**src/hdl/wip_pkg.sv**
```systemverilog
`default_nettype none

package wip_pkg;

  // fixed field widths of the beats
  localparam int unsigned REQ_W    = 2;
  localparam int unsigned WEIGHT_W = 16;
  localparam int unsigned DRAW_W   = 32;
  localparam int unsigned INDEX_W  = 10;
  localparam int unsigned STATUS_W = 3;
  localparam int unsigned COUNT_W  = 11;

  typedef enum logic [REQ_W-1:0] {
    REQ_CLEAR  = 2'd0,
    REQ_APPEND = 2'd1,
    REQ_PICK   = 2'd2
  } req_e;

  typedef enum logic [STATUS_W-1:0] {
    ST_DONE    = 3'd0,
    ST_PICK_OK = 3'd1,
    ST_FULL    = 3'd2,
    ST_EMPTY   = 3'd3,
    ST_ZERO    = 3'd4
  } status_e;

  typedef enum logic [2:0] {
    S_IDLE = 3'b001,
    S_ADDR = 3'b010,
    S_CMP  = 3'b100
  } state_e;

endpackage

`default_nettype wire

```
**src/hdl/wip_scale.sv**
```systemverilog
`default_nettype none

// Registered draw * total; the upper word is the scaled target.
module wip_scale #(
  parameter int unsigned TOT_W = 26
) (
  input  wire logic                        clk_i,
  input  wire logic                        en_i,
  input  wire logic [wip_pkg::DRAW_W-1:0]  draw_i,
  input  wire logic [TOT_W-1:0]            total_i,
  output logic      [TOT_W-1:0]            target_o
);
  import wip_pkg::*;

  localparam int unsigned PROD_W = DRAW_W + TOT_W;

  logic [PROD_W-1:0] prod_q;

  always_ff @(posedge clk_i) begin
    if (en_i) begin
      prod_q <= PROD_W'(draw_i) * PROD_W'(total_i);
    end
  end

  assign target_o = prod_q[PROD_W-1:DRAW_W];

endmodule

`default_nettype wire

```
**config.mk**
```make
export PLATFORM = sky130hd
export DESIGN_NAME = wip_scale
export DESIGN_NICKNAME = d
export VERILOG_FILES = /design/src/hdl/wip_pkg.sv /design/src/hdl/wip_scale.sv
export SDC_FILE = /design/constraint.sdc
export NUM_CORES = 2
export LEC_CHECK = 0
export BUFFER_PORTS_ARGS = -buffer_cell sky130_fd_sc_hd__buf_2
export CORE_MARGIN = 3
export CORE_UTILIZATION = 60
export DETAILED_ROUTE_END_ITERATION = 10
export GPL_ROUTABILITY_DRIVEN = 1
export GPL_TIMING_DRIVEN = 1
export PLACE_DENSITY_LB_ADDON = 0.05
export SLEW_MARGIN = 20
export SYNTH_ARGS = -nofsm -noshare
export SYNTH_HDL_FRONTEND = slang
export SYNTH_SLANG_ARGS = --single-unit
```
**constraint.sdc**
```tcl
create_clock -name clk_i -period 6.9 [get_ports clk_i]
set_input_delay 0 -clock clk_i [delete_from_list [all_inputs] [get_ports clk_i]]
set_output_delay 0 -clock clk_i [all_outputs]
set_load 0.05 [all_outputs]
```
==> results by group <==
Floorplan
  – Core Rows: 77
  – IO Count: 86
  – Starting Density: approximately three fifths
  – CORE AREA: roughly 44000 sq um
  – Die Footprint: about 48000 sq um
  – Die Y: between 200 and 250 um
  – Die Wd: 218 um

Place
  – HPWL Detailed: roughly 62000 um
  – Final GP Congestion: roughly 0.94
  – Area after DPL: approximately 29000 sq um
  – Number of port buffers: 85

Cells and area
  – Biggest register: prod_q
  – Fillers: ~3800
  – Largest registers: prod_q (26)
  – FF/Latch Area: 781 sq um
  – Multi-input gate area: about 23000 sq um
  – Max reg flops: 26
  – Share of cells above drive strength 1: about 7.5%
  – Area Overhead vs Synth: 6.26%
  – NumNets Final: between 3000 and 4000
  – Design Area, Final: approximately 29000 sq um

Hold path
  – Worst hold endpoint: prod_q[54]
  – Hold path startpoint: en_i
  – Worst Hold Depth: 1
  – HP Class: in -> reg

Route
  – Drt first pass iters: 5
  – Routed len/inst: roughly 20 um
  – Vias per std cell: about 5.5
  – DR iter-0 viols: 1009
  – Final WL: between 70000 and 80000 um
  – DR vias: approximately 20000
  – Detailed-route DRC error count: 0
  – Routed Antenna Nets: 0

Clock tree
  – Num CTS Buffers: 3
  – H-tree depth: 1
  – Clock root buffer: clkbuf_16
  – CTS Buffer Depth: 2
  – CTS tree: done
  – CTS sink cnt: 26
  – CTS clk-pin slew, worst paths: approximately 0.060 ns

GRT
  – Tot GR Track Use: between 30 and 40%
  – Initial antenna violation count: 2
  – Vias in the first global route: 21700
  – Gr ovfl total: 0
  – First-pass GRT wire length: 115000 um
  – Pin count of the biggest net entering global routing: 33

STA
  – Crit path time final: roughly 6.6 ns
  – Final Cycle Share: between 90% and 100%
  – Hold Fails Final Rpt: 0
  – RSZ-0062 raised after global routing: false
  – Slew HR: between 50 and 60%
  – Fmax: 150 MHz
  – Worst Tran Pin Value: 0.631 ns
  – Endpoints failing setup: 0
  – Max Transition Viols Final: 0

Yosys
  – Top cell type's share of synthesized area: approximately 53%
  – Top-count cell post-synth: inv_1
  – FFs w/ async S/R, synth: 0%
  – Cell count after synthesis: 2949
  – Prevailing post-synth register cell: edfxtp_1
  – Syn_area_per_cell: roughly 9.2 sq um
  – Largest area contributor in the netlist: fa_1
  – Post-synth EDFFs: 26
  – Largest cells by area after synthesis: fa_1 53%, and2_1 11%, inv_1 10%
  – Synth Cell Area: around 27000 sq um
  – Synth cell count leaders: 730 x inv_1, 717 x fa_1, 464 x and2_1
  – YS warnings: 0
  – Seq/Total Area, Yosys: under 10%
  – Synth cell types: between 60 and 70
  – Yosys reg bits: 26
  – Mapped Nets: roughly 3900

Worst setup path
  – Critical Path AT: 6.66 ns
  – CP Class: in -> reg
  – CP Max Fanout: 15
  – Startpoint Class: input port
  – Critical Path End Type: register
  – Req. time, crit path: between 6 and 7 ns

Run status
  – Outcome: complete, no violations

Run
  – Max_cap viols: 0
worst max-delay path, cell delays in order:
cell	delay [ns]
buf_2	0.34
buf_4	0.23
and2_1	0.15
fa_1	0.46
fa_1	0.55
inv_1	0.06
fa_1	0.49
fa_1	0.52
inv_1	0.06
fa_1	0.49
fa_1	0.49
inv_1	0.05
fa_1	0.48
inv_1	0.05
ha_1	0.34
a21o_1	0.20
a21o_1	0.16
a21oi_1	0.18
o211ai_1	0.21
a211oi_2	0.38
nor3_2	0.14
or4_1	0.48
and3_1	0.15
worst max path at each step:
stage,startpoint,to,slack [ns],cells past startpoint
2_1_floorplan,draw_i[21],prod_q[55],0.69,23
3_3_place_gp,total_i[6],prod_q[55],-0.02,24
3_5_place_dp,total_i[3],prod_q[55],-0.08,23
4_1_cts,total_i[3],prod_q[55],0.18,23
5_1_grt,total_i[4],prod_q[55],0.02,23
6_report,total_i[4],prod_q[55],0.25,23
kinds of logic after synthesis:
logic type,count (synthesis),share of synthesized area (%)
adder cells (fa/ha/maj),910,61.9
XOR/XNOR,26,0.841
buffers and inverters,876,12.2
flip-flops,26,2.88
AO/OA/AOI/OAI,155,3.86
multiplexers,1,0.0416
AND/OR/NAND/NOR,955,18.2
per-stage QoR:
stage                     instances  utilization [%]  setup TNS [ns]  hold slack (ns)  setup WS, ns
after floorplan                2949                -               0            0.112         0.690
after global placement         3595             64.5         -0.0204            0.527       -0.0204
after detailed placement       3595             64.5          -0.121            0.540       -0.0829
after CTS                      3599             64.7               0            0.284         0.184
after global routing           3600             64.8               0            0.317        0.0235
final                          3601             64.8               0            0.289         0.250
area by class of cell:
| class | count | area share (%) |
|---|---|---|
| inverter | 730 | 9.53 |
| multi-input combinational | 2047 | 79.9 |
| tap | 592 | 2.58 |
| timing repair buffer | 200 | 4.89 |
| sequential | 26 | 2.71 |
| clock inverter | 1 | 0.104 |
| antenna | 2 | 0.0174 |
| clock buffer | 3 | 0.261 |
routing by layer:
metal	global-route usage, %	part of all wire, %	vias to the layer above
li1	-	-	8644
met1	40.2	39	10200
met2	54.5	51	647
met3	3.14	5.4	173
met4	11.6	4.8	0
met5	0	0	-
cells in the final DEF (no fill, tap or decap), types with 3 or more instances in the layout:
master,instances
buf_12,9
buf_4,106
and2_1,464
edfxtp_1,26
buf_2,83
a31oi_1,4
o21a_1,4
nand2_1,395
ha_1,193
o31ai_1,3
xnor2_1,21
and3_1,6
o21ai_0,22
fa_1,717
nand3_1,10
nand4_1,15
a211oi_1,5
nor2_1,29
clkbuf_16,3
nand2b_1,4
a21o_1,19
o211ai_1,6
nor3_1,9
o21bai_1,8
inv_1,730
a21oi_1,52
a311oi_1,3
nor4_1,6
xor2_1,5
repair_timing:
item / 4_1_cts / 5_1_grt
resized for setup: 0 / 2
setup buffers: 0 / 0
hold buffers: 0 / 0
endpoints found under the setup margin: 0 / 2
Power is left out: the tool's default activity adds up to more than one toggle a clock period on the data nets, which glitch-free logic cannot reach.
